### config.mk
export PLATFORM = sky130hd
export DESIGN_NAME = rc_pulse_motor_drive_battery_cutoff
export DESIGN_NICKNAME = d
export VERILOG_FILES = /design/src/rtl/rpmd_pkg.sv /design/src/rtl/rc_pulse_motor_drive_battery_cutoff.sv /design/src/rtl/rpmd_regs.sv /design/src/rtl/rpmd_core.sv
export SDC_FILE = /design/constraint.sdc
export NUM_CORES = 1
export LEC_CHECK = 0
export ABC_AREA = 1
export BUFFER_PORTS_ARGS = -buffer_cell sky130_fd_sc_hd__buf_2
export CELL_PAD_IN_SITES_DETAIL_PLACEMENT = 0
export CELL_PAD_IN_SITES_GLOBAL_PLACEMENT = 2
export CORE_ASPECT_RATIO = 0.6
export CORE_MARGIN = 2
export CORE_UTILIZATION = 40
export DETAILED_ROUTE_END_ITERATION = 8
export GPL_ROUTABILITY_DRIVEN = 0
export HOLD_SLACK_MARGIN = 0.15
export PLACE_DENSITY = 0.91
export RECOVER_POWER = 100
export SLEW_MARGIN = 20
export SYNTH_ARGS = -nofsm -noshare
export SYNTH_HDL_FRONTEND = slang
export SYNTH_HIERARCHICAL = 1
export SYNTH_SLANG_ARGS = --single-unit
### constraint.sdc
create_clock -name clk -period 7.15 [get_ports clk]
set_input_delay 2.145 -clock clk [delete_from_list [all_inputs] [get_ports clk]]
set_output_delay 2.145 -clock clk [all_outputs]
set_load 0.02 [all_outputs]
### src/rtl/rpmd_pkg.sv
// ----------------------------------------------------------------------------
// rpmd_pkg
// Shared types, register map and reset values for the RC pulse motor drive.
// ----------------------------------------------------------------------------
`default_nettype none

package rpmd_pkg;

	localparam int unsigned SAMPLES_PER_LEVEL_DEF = 8;
	localparam int unsigned DUTY_BITS_DEF         = 10;

	localparam int unsigned TIMER_W  = 16;
	localparam int unsigned SAMPLE_W = 10;
	localparam int unsigned LEVEL_W  = 13;
	localparam int unsigned SUM_W    = 14;
	localparam int unsigned DB_W     = 10;

	localparam int unsigned APB_AW = 5;
	localparam int unsigned APB_DW = 32;

	localparam int unsigned IN_TDATA_W  = 32;
	localparam int unsigned OUT_TDATA_W = 8;

	localparam logic [DB_W-1:0]    DEADBAND_RST        = 10'd80;
	localparam logic [TIMER_W-1:0] CENTER_WIDTH_RST    = 16'd1500;
	localparam logic [TIMER_W-1:0] WIDTH_MIN_RST       = 16'd800;
	localparam logic [TIMER_W-1:0] WIDTH_MAX_RST       = 16'd2200;
	localparam logic [LEVEL_W-1:0] LEVEL_CRITICAL_RST  = 13'd6305;
	localparam logic [LEVEL_W-1:0] LEVEL_OK_RST        = 13'd7261;
	localparam logic [LEVEL_W-1:0] LEVEL_CHARGED_RST   = 13'd7643;
	localparam logic [TIMER_W-1:0] SAMPLE_INTERVAL_RST = 16'd50000;

	typedef enum logic [2:0] {
		REG_DEADBAND,
		REG_CENTER_WIDTH,
		REG_WIDTH_MIN,
		REG_WIDTH_MAX,
		REG_LEVEL_CRITICAL,
		REG_LEVEL_OK,
		REG_LEVEL_CHARGED,
		REG_SAMPLE_INTERVAL
	} rpmd_reg_t;

	typedef enum logic [1:0] {
		PH_WAIT,
		PH_SAMPLE,
		PH_CLASSIFY,
		PH_SPARE
	} rpmd_phase_t;

	typedef enum logic [1:0] {
		LVL_CRITICAL,
		LVL_LOW,
		LVL_OK,
		LVL_CHARGED
	} rpmd_level_t;

	typedef struct packed {
		logic [DB_W-1:0]    deadband;
		logic [TIMER_W-1:0] center_width;
		logic [TIMER_W-1:0] width_min;
		logic [TIMER_W-1:0] width_max;
		logic [LEVEL_W-1:0] level_critical;
		logic [LEVEL_W-1:0] level_ok;
		logic [LEVEL_W-1:0] level_charged;
		logic [TIMER_W-1:0] sample_interval;
	} rpmd_cfg_t;

	typedef struct packed {
		logic [SAMPLE_W-1:0] adc_sample;
		logic                adc_busy;
		logic                rc_level;
		logic [TIMER_W-1:0]  timer_now;
	} rpmd_item_t;

	typedef struct packed {
		rpmd_level_t battery_level;
		logic        adc_start;
		logic        red_on;
		logic        green_lit;
		logic        motor_in2;
		logic        motor_in1;
	} rpmd_result_t;

endpackage

`default_nettype wire

### src/rtl/rc_pulse_motor_drive_battery_cutoff.sv
// ----------------------------------------------------------------------------
// rc_pulse_motor_drive_battery_cutoff
// RC pulse to PWM motor drive with battery level monitor and cutoff.
//
//   Port group  Dir  Width  Contents
//   s_axis      in   32     one timer tick request
//   m_axis      out  8      one drive/indicator result per tick
//   apb         in   5/32   configuration registers at 4*index
//
// One request per clock while the output is not stalled. After accept the result
// passes the input register, then the result register after the per-tick logic.
// Reset is asynchronous; no warm-up is needed after release.
// An output stall holds the result register; the input register then holds too,
// and once it holds a request s_axis_tready drops until the result is taken.
// ----------------------------------------------------------------------------
`default_nettype none

module rc_pulse_motor_drive_battery_cutoff
	import rpmd_pkg::*;
#(
	parameter int unsigned SAMPLES_PER_LEVEL = SAMPLES_PER_LEVEL_DEF,
	parameter int unsigned DUTY_BITS         = DUTY_BITS_DEF
) (
	input  wire logic                   clk,
	input  wire logic                   arst_n,
	input  wire logic                   s_axis_tvalid,
	output logic                        s_axis_tready,
	// timer_now[15:0], rc_level[16], adc_busy[17], adc_sample[27:18], zero pad
	input  wire logic [IN_TDATA_W-1:0]  s_axis_tdata,
	output logic                        m_axis_tvalid,
	input  wire logic                   m_axis_tready,
	// motor_in1[0], motor_in2[1], green_lit[2], red_on[3], adc_start[4],
	// battery_level[6:5], zero pad
	output logic [OUT_TDATA_W-1:0]      m_axis_tdata,
	input  wire logic                   psel,
	input  wire logic                   penable,
	input  wire logic                   pwrite,
	input  wire logic [APB_AW-1:0]      paddr,
	input  wire logic [APB_DW-1:0]      pwdata,
	output logic      [APB_DW-1:0]      prdata,
	output logic                        pready
);

	rpmd_cfg_t    cfg;
	rpmd_item_t   item_s1;
	logic         valid_s1;
	rpmd_result_t result;
	rpmd_result_t result_s2;
	logic         valid_s2;
	logic         advance;

	rpmd_regs u_regs (
		.clk     (clk),
		.arst_n  (arst_n),
		.psel    (psel),
		.penable (penable),
		.pwrite  (pwrite),
		.paddr   (paddr),
		.pwdata  (pwdata),
		.prdata  (prdata),
		.pready  (pready),
		.cfg     (cfg)
	);

	assign advance       = valid_s1 && (!valid_s2 || m_axis_tready);
	assign s_axis_tready = !valid_s1 || advance;

	always_ff @(posedge clk or negedge arst_n) begin
		if (!arst_n) begin
			valid_s1 <= 1'b0;
		end else if (s_axis_tready) begin
			valid_s1 <= s_axis_tvalid;
		end
	end

	always_ff @(posedge clk) begin
		if (s_axis_tvalid && s_axis_tready) begin
			item_s1 <= rpmd_item_t'(s_axis_tdata[$bits(rpmd_item_t)-1:0]);
		end
	end

	rpmd_core #(
		.SAMPLES_PER_LEVEL (SAMPLES_PER_LEVEL),
		.DUTY_BITS         (DUTY_BITS)
	) u_core (
		.clk    (clk),
		.arst_n (arst_n),
		.en     (advance),
		.cfg    (cfg),
		.item   (item_s1),
		.result (result)
	);

	always_ff @(posedge clk or negedge arst_n) begin
		if (!arst_n) begin
			valid_s2 <= 1'b0;
		end else if (advance) begin
			valid_s2 <= 1'b1;
		end else if (m_axis_tready) begin
			valid_s2 <= 1'b0;
		end
	end

	always_ff @(posedge clk) begin
		if (advance) begin
			result_s2 <= result;
		end
	end

	assign m_axis_tvalid = valid_s2;
	assign m_axis_tdata  = OUT_TDATA_W'(result_s2);

	a_ready_only_on_stall: assert property (@(posedge clk) disable iff (!arst_n)
		!s_axis_tready |-> (valid_s1 && valid_s2 && !m_axis_tready))
		else $error("input refused without an output stall");

	a_no_drop: assert property (@(posedge clk) disable iff (!arst_n)
		(valid_s2 && !m_axis_tready) |=> valid_s2)
		else $error("pending result lost");

	a_advance_fills: assert property (@(posedge clk) disable iff (!arst_n)
		advance |=> valid_s2)
		else $error("advanced request produced no result");

endmodule

`default_nettype wire

### src/rtl/rpmd_regs.sv
// ----------------------------------------------------------------------------
// rpmd_regs
// APB configuration registers: thresholds, pulse limits and sample interval.
// ----------------------------------------------------------------------------
`default_nettype none

module rpmd_regs
	import rpmd_pkg::*;
(
	input  wire logic              clk,
	input  wire logic              arst_n,
	input  wire logic              psel,
	input  wire logic              penable,
	input  wire logic              pwrite,
	input  wire logic [APB_AW-1:0] paddr,
	input  wire logic [APB_DW-1:0] pwdata,
	output logic      [APB_DW-1:0] prdata,
	output logic                   pready,
	output rpmd_cfg_t              cfg
);

	rpmd_cfg_t cfg_q;
	rpmd_reg_t idx;
	logic      wr_en;

	assign pready = 1'b1;
	assign idx    = rpmd_reg_t'(paddr[APB_AW-1:2]);
	assign wr_en  = psel && penable && pwrite && pready;
	assign cfg    = cfg_q;

	always_ff @(posedge clk or negedge arst_n) begin
		if (!arst_n) begin
			cfg_q.deadband        <= DEADBAND_RST;
			cfg_q.center_width    <= CENTER_WIDTH_RST;
			cfg_q.width_min       <= WIDTH_MIN_RST;
			cfg_q.width_max       <= WIDTH_MAX_RST;
			cfg_q.level_critical  <= LEVEL_CRITICAL_RST;
			cfg_q.level_ok        <= LEVEL_OK_RST;
			cfg_q.level_charged   <= LEVEL_CHARGED_RST;
			cfg_q.sample_interval <= SAMPLE_INTERVAL_RST;
		end else if (wr_en) begin
			case (idx)
				REG_DEADBAND:        cfg_q.deadband        <= pwdata[DB_W-1:0];
				REG_CENTER_WIDTH:    cfg_q.center_width    <= pwdata[TIMER_W-1:0];
				REG_WIDTH_MIN:       cfg_q.width_min       <= pwdata[TIMER_W-1:0];
				REG_WIDTH_MAX:       cfg_q.width_max       <= pwdata[TIMER_W-1:0];
				REG_LEVEL_CRITICAL:  cfg_q.level_critical  <= pwdata[LEVEL_W-1:0];
				REG_LEVEL_OK:        cfg_q.level_ok        <= pwdata[LEVEL_W-1:0];
				REG_LEVEL_CHARGED:   cfg_q.level_charged   <= pwdata[LEVEL_W-1:0];
				REG_SAMPLE_INTERVAL: cfg_q.sample_interval <= pwdata[TIMER_W-1:0];
				default: ;
			endcase
		end
	end

	always_comb begin
		case (idx)
			REG_DEADBAND:        prdata = APB_DW'(cfg_q.deadband);
			REG_CENTER_WIDTH:    prdata = APB_DW'(cfg_q.center_width);
			REG_WIDTH_MIN:       prdata = APB_DW'(cfg_q.width_min);
			REG_WIDTH_MAX:       prdata = APB_DW'(cfg_q.width_max);
			REG_LEVEL_CRITICAL:  prdata = APB_DW'(cfg_q.level_critical);
			REG_LEVEL_OK:        prdata = APB_DW'(cfg_q.level_ok);
			REG_LEVEL_CHARGED:   prdata = APB_DW'(cfg_q.level_charged);
			REG_SAMPLE_INTERVAL: prdata = APB_DW'(cfg_q.sample_interval);
			default:             prdata = '0;
		endcase
	end

endmodule

`default_nettype wire

### src/rtl/rpmd_core.sv
// ----------------------------------------------------------------------------
// rpmd_core
// Per-tick control state: pulse capture, duty and direction, PWM compare,
// battery sampling sequence and indicator states.
// ----------------------------------------------------------------------------
`default_nettype none

module rpmd_core
	import rpmd_pkg::*;
#(
	parameter int unsigned SAMPLES_PER_LEVEL = SAMPLES_PER_LEVEL_DEF,
	parameter int unsigned DUTY_BITS         = DUTY_BITS_DEF
) (
	input  wire logic         clk,
	input  wire logic         arst_n,
	input  wire logic         en,
	input  wire rpmd_cfg_t    cfg,
	input  wire rpmd_item_t   item,
	output rpmd_result_t      result
);

	localparam int unsigned CNT_W = $clog2(SAMPLES_PER_LEVEL + 1);
	localparam logic [DUTY_BITS-1:0] DUTY_MAX   = '1;
	localparam logic signed [19:0]   DUTY_MAX_S = signed'(20'((1 << DUTY_BITS) - 1));
	localparam logic [CNT_W-1:0]     CNT_LIMIT  = CNT_W'(SAMPLES_PER_LEVEL);

	logic                 rc_prev_q;
	logic [TIMER_W-1:0]   pulse_start_q;
	logic [DUTY_BITS-1:0] duty_q;
	logic                 reverse_q;
	rpmd_phase_t          phase_q;
	logic [SUM_W-1:0]     sum_q;
	logic [CNT_W-1:0]     count_q;
	logic [TIMER_W-1:0]   last_start_q;
	rpmd_level_t          level_q;
	logic                 green_q;
	logic                 red_q;

	logic [TIMER_W-1:0]   pulse_start_d;
	logic [DUTY_BITS-1:0] duty_d;
	logic                 reverse_d;
	rpmd_phase_t          phase_d;
	logic [SUM_W-1:0]     sum_d;
	logic [CNT_W-1:0]     count_d;
	logic [TIMER_W-1:0]   last_start_d;
	rpmd_level_t          level_d;
	logic                 green_d;
	logic                 red_d;
	logic                 start_d;

	logic                 rise;
	logic                 fall;
	logic [TIMER_W-1:0]   width;
	logic                 in_range;
	logic signed [19:0]   w_s, c_s, d_s, p_rev, p_fwd;
	logic [DUTY_BITS-1:0] duty_rev, duty_fwd;
	logic [CNT_W-1:0]     count_inc;
	logic [SUM_W-1:0]     sum_ext;

	assign rise     = item.rc_level && !rc_prev_q;
	assign fall     = !item.rc_level && rc_prev_q && (level_q != LVL_CRITICAL);
	assign width    = item.timer_now - pulse_start_q;
	assign in_range = !(width < cfg.width_min || width > cfg.width_max);

	assign w_s   = signed'(20'(width));
	assign c_s   = signed'(20'(cfg.center_width));
	assign d_s   = signed'(20'(cfg.deadband));
	assign p_rev = (c_s - w_s) <<< 1;
	assign p_fwd = DUTY_MAX_S - ((w_s - c_s) <<< 1);

	assign duty_rev = (p_rev > DUTY_MAX_S) ? DUTY_MAX : p_rev[DUTY_BITS-1:0];
	assign duty_fwd = (p_fwd < 0) ? '0 : p_fwd[DUTY_BITS-1:0];

	// Pulse capture, then battery cutoff.
	always_comb begin
		pulse_start_d = pulse_start_q;
		duty_d        = duty_q;
		reverse_d     = reverse_q;
		if (rise) begin
			pulse_start_d = item.timer_now;
		end else if (fall && in_range) begin
			if (w_s < c_s - d_s) begin
				duty_d    = duty_rev;
				reverse_d = 1'b1;
			end else if (w_s > c_s + d_s) begin
				duty_d    = duty_fwd;
				reverse_d = 1'b0;
			end else begin
				duty_d    = DUTY_MAX;
				reverse_d = 1'b0;
			end
		end
		if (level_q == LVL_CRITICAL) begin
			duty_d    = DUTY_MAX;
			reverse_d = 1'b0;
		end
	end

	assign count_inc = count_q + 1'b1;
	assign sum_ext   = SUM_W'(item.adc_sample);

	// Battery sampling sequence.
	always_comb begin
		phase_d      = phase_q;
		sum_d        = sum_q;
		count_d      = count_q;
		last_start_d = last_start_q;
		level_d      = level_q;
		green_d      = green_q;
		red_d        = red_q;
		start_d      = 1'b0;
		case (phase_q)
			PH_SAMPLE: begin
				if (!item.adc_busy) begin
					sum_d   = sum_q + sum_ext;
					count_d = count_inc;
					phase_d = (count_inc >= CNT_LIMIT) ? PH_CLASSIFY : PH_WAIT;
				end
			end
			PH_CLASSIFY: begin
				if (sum_q < SUM_W'(cfg.level_critical))
					level_d = LVL_CRITICAL;
				else if (sum_q < SUM_W'(cfg.level_ok))
					level_d = LVL_LOW;
				else if (sum_q < SUM_W'(cfg.level_charged))
					level_d = LVL_OK;
				else
					level_d = LVL_CHARGED;
				sum_d   = '0;
				count_d = '0;
				phase_d = PH_WAIT;
				case (level_d)
					LVL_CRITICAL: begin
						green_d = 1'b0;
						red_d   = !red_q;
					end
					LVL_LOW: begin
						green_d = 1'b0;
						red_d   = 1'b1;
					end
					LVL_OK: begin
						green_d = 1'b1;
						red_d   = 1'b0;
					end
					default: begin
						green_d = !green_q;
						red_d   = 1'b0;
					end
				endcase
			end
			default: begin
				if ((item.timer_now - last_start_q) > cfg.sample_interval) begin
					start_d      = 1'b1;
					last_start_d = item.timer_now;
					phase_d      = PH_SAMPLE;
				end
			end
		endcase
	end

	always_ff @(posedge clk or negedge arst_n) begin
		if (!arst_n) begin
			phase_q <= PH_WAIT;
		end else if (en) begin
			phase_q <= phase_d;
		end
	end

	always_ff @(posedge clk or negedge arst_n) begin
		if (!arst_n) begin
			rc_prev_q     <= 1'b0;
			pulse_start_q <= '0;
			duty_q        <= DUTY_MAX;
			reverse_q     <= 1'b0;
			sum_q         <= '0;
			count_q       <= '0;
			last_start_q  <= '0;
			level_q       <= LVL_LOW;
			green_q       <= 1'b1;
			red_q         <= 1'b1;
		end else if (en) begin
			rc_prev_q     <= item.rc_level;
			pulse_start_q <= pulse_start_d;
			duty_q        <= duty_d;
			reverse_q     <= reverse_d;
			sum_q         <= sum_d;
			count_q       <= count_d;
			last_start_q  <= last_start_d;
			level_q       <= level_d;
			green_q       <= green_d;
			red_q         <= red_d;
		end
	end

	assign result.motor_in1     = duty_d < item.timer_now[DUTY_BITS-1:0];
	assign result.motor_in2     = reverse_d;
	assign result.green_lit     = green_d;
	assign result.red_on        = red_d;
	assign result.adc_start     = start_d;
	assign result.battery_level = level_d;

	a_cutoff: assert property (@(posedge clk) disable iff (!arst_n)
		(en && level_q == LVL_CRITICAL) |=> (duty_q == DUTY_MAX && !reverse_q))
		else $error("motor not forced off at critical battery level");

	a_start_phase: assert property (@(posedge clk) disable iff (!arst_n)
		(en && start_d) |=> (phase_q == PH_SAMPLE))
		else $error("conversion start did not enter sampling");

	a_count_bound: assert property (@(posedge clk) disable iff (!arst_n)
		count_q <= CNT_LIMIT)
		else $error("sample count beyond samples per level");

	a_classify_clear: assert property (@(posedge clk) disable iff (!arst_n)
		(en && phase_q == PH_CLASSIFY) |=> (sum_q == '0 && count_q == '0))
		else $error("sum not cleared after classification");

endmodule

`default_nettype wire

# After elaboration in Yosys (flattened, before gate mapping)
# Cells that the tools add are included.
[op_classes]
bitwise_logic = 1
n_lt_le_gt_ge = 12
reduce_logical = 39
mux = 32
addsub = 9
n_eq_ne = 12
[op_table]
columns = ["cell", "count"]
rows = [
  ["32-bit one-hot mux with 8 select lines", 1],
  ["10-bit two-way mux", 7],
  ["14-bit by 13-bit < comparator with 1-bit output", 3],
  ["16-bit by 16-bit subtractor with 17-bit output", 2],
  ["16-bit > comparator", 2],
  ["16-bit subtractor", 2],
  ["14-bit one-hot mux with 2 select lines", 1],
  ["17-bit by 20-bit > comparator with 1-bit output", 1],
  ["20-bit by 11-bit > comparator with 1-bit output, second input constant", 1],
  ["17-bit by 20-bit < comparator with 1-bit output", 1],
  ["20-bit by 1-bit < comparator with 1-bit output, second input constant", 1],
  ["11-bit by 18-bit subtractor with 19-bit output, first input constant", 1],
  ["2-bit AND reduction", 9],
  ["16-bit by 10-bit adder with 17-bit output", 1],
  ["16-bit by 10-bit subtractor with 17-bit output", 1],
  ["16-bit < comparator", 1],
  ["14-bit by 10-bit adder with 14-bit output", 1],
  ["14-bit two-way mux", 1],
  ["2-bit two-way mux", 7],
  ["3-bit equality test, second input constant", 4],
  ["10-bit < comparator", 1],
  ["1-bit two-way mux", 10],
  ["3-bit AND reduction", 3],
  ["1-bit logical AND", 8],
  ["other kinds (19)", 35],
]
[totals]
wordCells = 136
reg_bits = 218

# Logic depth before layout (Yosys ltp)
[depth]
word_depth = 11
depth_mapped = 37

# Hierarchy
# The synthesis kept the hierarchy.
[by_module_without_submodules]
columns = ["module", "cells_each", "instances", "area_each_um2", "seq_area_each_um2"]
rows = [
  ["rpmd_core", 1625, 1, 10885.4, 1717.9],
  ["rpmd_regs", 647, 1, 5511.5, 2884.0],
  ["rc_pulse_motor_drive_battery_cutoff", 49, 1, 1157.4, 1101.1],
]

# Least setup slack after synthesis
# No wires, ideal clock.
[synth_path]
path_type = "input -> output"
startpoint = "input port paddr[2]"
endpoint = "output port prdata[0]"
path_stages = 7
setup_slack_ns = 1.891
t_arrival_ns = 3.114
required_ns = 5.005
path_cell_list = "buf_4 -> inv_2 -> nand3_1 -> buf_2 -> nor2_1 -> nor2_1 -> nand3_1"
[synth_via]
elab_chain_cells = 2
[synth_rtl]
columns = ["item", "line", "rtl"]
rows = [
  ["start: declaration", "rc_pulse_motor_drive_battery_cutoff.sv:38", "input wire logic [APB_AW-1:0] paddr,"],
  ["3-bit equality test (tied with other cells)", "rpmd_regs.sv:57", "case (idx)"],
  ["32-bit one-hot mux with 8 select lines *", "rpmd_regs.sv:57", ""],
  ["end: declaration", "rc_pulse_motor_drive_battery_cutoff.sv:40", "output logic [APB_DW-1:0] prdata,"],
]
# Every way passes the cells marked *; elsewhere a longest branch is shown, timed or not. The select of a mux whose other input is x is not followed.

# Worst setup path after layout
[layout_path]
startpoint = "input port paddr[3]"
endpoint = "output port prdata[12]"
# The elaborated chain is that of the path after synthesis.

==> impl_results.md <==
* Period utilisation layout at 92.3%
* Max FO, Critical Path at 26
* Cts hold-fix bufs at 0
* Post-synthesis sequential element count at 218
* Root buf cell: clkbuf_16
* Fin. Hold Viols at 0
* Slew @ Worst Pin at 1.91 ns
* Core Rows at 59
* Part of the Yosys area used for sequential elements at 32.5%
* Post-synth top flop: dfrtp_1
* Die W at 274 um
* Setup WS pre-CTS at 1.21 ns
* CP delay by family, top: simple AND/OR/NAND/NOR gates
* Cell area after synthesis at 0.0176 mm^2
* Final setup viols at 0
* Failing checks: capacitance limit, slew limit
* RSZ-0062 raised after global routing: no
* First-pass GRT wire length at 82.4 mm
* Routed Antenna Nets at 0
* WP data required at 5.01 ns
* Fill count at 4462
* Final slew viol count at 113
* GRT Overall Usage at 23.2%
* Critical hold path startpoint: u_core/duty_q[5]
* Starting Density at 40.5%
* Sink Count at 218
* H-tree Lvls at 1
* Vias after detailed routing at 15400
* Worst path bufs/invs at 3
* Synth Warn # at 6
* Final WL at 53.0 mm
* Lkg Pwr at 9.51 nW
* Setup ws final at 0.548 ns
* TNS Setup at 0 ns
* Area grow syn2layout at 7.51%
* Syn_area_per_cell at 7.56 um^2
* PortBufs at 78
* Nets@finish at 2653
* Minimum clock period at 6.60 ns
* Setup crit start kind: input port
* F_max at 151 MHz
* Die area at 0.0456 mm^2
* Detail Placement HPWL at 42.2 mm
* Tightest Hold Check Type: flip-flop to flip-flop
* Crit path DAT at 4.46 ns
* Post-CTS resize count at 0
* Residual DRC at 0
* Yosys cell types at 65
* CTS Buf Count at 24
* Core box area at 0.0433 mm^2
* Max Cap Violations at 4
* Worst Hold Margin at 0.474 ns
* CP Launch Point: paddr[3]
* Power per cell area at 430 mW/mm^2
* Drt wl/cell at 17.9 um
* Status: complete, but fails checks
* Detailed Routing Iterations Pass 1 at 6
* Maximum VDD drop at 188 uV
* Critical path type: input port to output pin
* Grt ovf at 0
* Chip Height at 166 um
* Async SR Flop Fraction at 83.9%
* Worst-Skew Late Latency at 0.55 ns
* DRT iter0 DRCs at 1389
* CTS tree: built
* Most frequent CP cell: nand2_1
* Largest net degree at the start of global routing at 167
* Clock buffer depth at 3
* CP peak stage delay at 0.84 ns
* Post-synthesis cell count at 2321
* Crit-path cells: buf_2 > inv_1 > nor3_1 > nand2_1 > nand2_1 > nor2_1 > nand2_1 > clkbuf_1
* I/O pin total at 119
* Layout cell share with drive strength beyond 1 at 8.35%
* Number of synthesized flops with an enable pin at 35
* Reg clk slew, reported paths at 0.06 ns
* Vias in the first global route at 14200
* Clock Skew at 0.0311 ns
* Kind of end point of the critical path: output pin
* RR Startpoint: item_s1[0]
* Antenna violations before repair at 1
* Post-CTS setup buffers at 0
* Slowest cell on crit path: nor3_1
* Number of vias per cell at 5.21
* Max_slew headroom at -27.6%
==> path summary, 6_finish.rpt <==
| check | to | slack [ns] | cells past startpoint |
|---|---|---|---|
| worst min-delay path | u_core/duty_q[5] | 0.47 | 2 |
| worst min register to register | u_core/duty_q[5] | 0.47 | 2 |
| worst max register to register | m_axis_tdata[0] | 0.83 | 29 |
| worst max-delay path | prdata[12] | 0.55 | 8 |
| max in group asynchronous | u_core/count_q[3] | 3.78 | 2 |
| min in group asynchronous | u_core/sum_q[8] | 1.81 | 1 |
==> layout by cell type, fill, tap and decap left out, drive strengths merged, types with 7 or more instances in the layout <==
cell type  count
o21ai        193
dfstp         58
o2111ai        7
nor3          17
inv          375
edfxtp        35
nand4         91
conb          18
clkbuf        70
o21bai        16
dfrtp        125
a21oi        138
clkinv         8
nor2         156
nand2        555
nor4           7
fa             7
xor2          60
xnor2         11
ha           206
buf           60
nand3        109
a211oi         8
==> report_power, final <==
part           switching [W]  internal (W)
Sequential          0.000295       0.00163
Combinational        0.00325       0.00166
Clock               0.000538      0.000737
Total                0.00408       0.00403
==> metrics by stage <==
step	total power, W	utilization, %	std cells	instance area [um^2]
2_1_floorplan	0.00527	-	2336	17600
3_3_place_gp	0.00665	42.3	2917	18300
3_5_place_dp	0.00676	42.3	2917	18300
4_1_cts	0.00807	44.1	2961	19100
5_1_grt	0.00884	43.5	2962	18900
6_report	0.00811	43.6	2963	18900
==> worst register-to-register path: cells and delay by family, from the launching register on <==
kind / cells / cell delay (ns)
buf+inv: 4 / 0.52
simple gates: 12 / 2.05
compound gates: 8 / 1.61
xor+xnor: 1 / 0.24
fa+ha+maj: 4 / 1.32
flops: 1 / 0.42
==> cell type report <==
cell class                      instances  area (um^2)  area share (%)
Multi-Input combinational cell       1649         9760            51.7
Sequential cell                       218         5700            30.2
Inverter                              376         1420            7.51
Tap cell                              579          724            3.84
Clock buffer                           35          682            3.61
Timing Repair Buffer                   95          474            2.51
Clock inverter                          9          111           0.590
Antenna cell                            2         5.00          0.0265
==> flip-flops by register name (all words and copies together) (netlist names), 2 cells and up <==
signal and flops:
u_core/count_q 4, u_regs/cfg 113, u_core/level_q 2, u_core/pulse_start_q 16, u_core/duty_q 10, u_core/sum_q 14
item_s1 28, u_core/phase_q 2, u_core/last_start_q 16, m_axis_tdata 7
==> logic make-up after synthesis <==
family,after synthesis,synth area share [%]
flip-flops,218,32.5
buffers and inverters,469,11.2
adder cells (fa/ha/maj),213,15.5
AO/OA/AOI/OAI,403,13.4
XOR/XNOR,71,3.54
other,3,0.0641
AND/OR/NAND/NOR,942,23.8
multiplexers,2,0.128
==> cells in the mapped netlist (12+ instances only) <==
cell / count / area (um^2)
dfstp_2: 58 / 1520
inv_1: 364 / 1370
o21ai_2: 17 / 149
nand2_2: 12 / 75.1
o21bai_1: 16 / 120
nor3_1: 12 / 60.1
nand4_1: 89 / 557
edfxtp_1: 35 / 1050
xor2_1: 60 / 526
buf_4: 28 / 210
nand3_1: 100 / 500
nor2_1: 147 / 552
a21oi_1: 133 / 666
clkbuf_1: 25 / 93.8
ha_1: 206 / 2580
o21ai_1: 49 / 245
nand2_1: 541 / 2030
dfrtp_1: 125 / 3130
buf_2: 31 / 155
o21ai_0: 127 / 636
==> routing by layer <==
metal	up-vias	part of all wire [%]	global-route usage, %
met5	-	0	0
met1	7286	54	39.1
met2	449	37	29.7
met4	0	1.1	2.60
met3	41	8.5	5.09
li1	7657	-	-
Note: power is estimated with default switching activity, not from simulation.
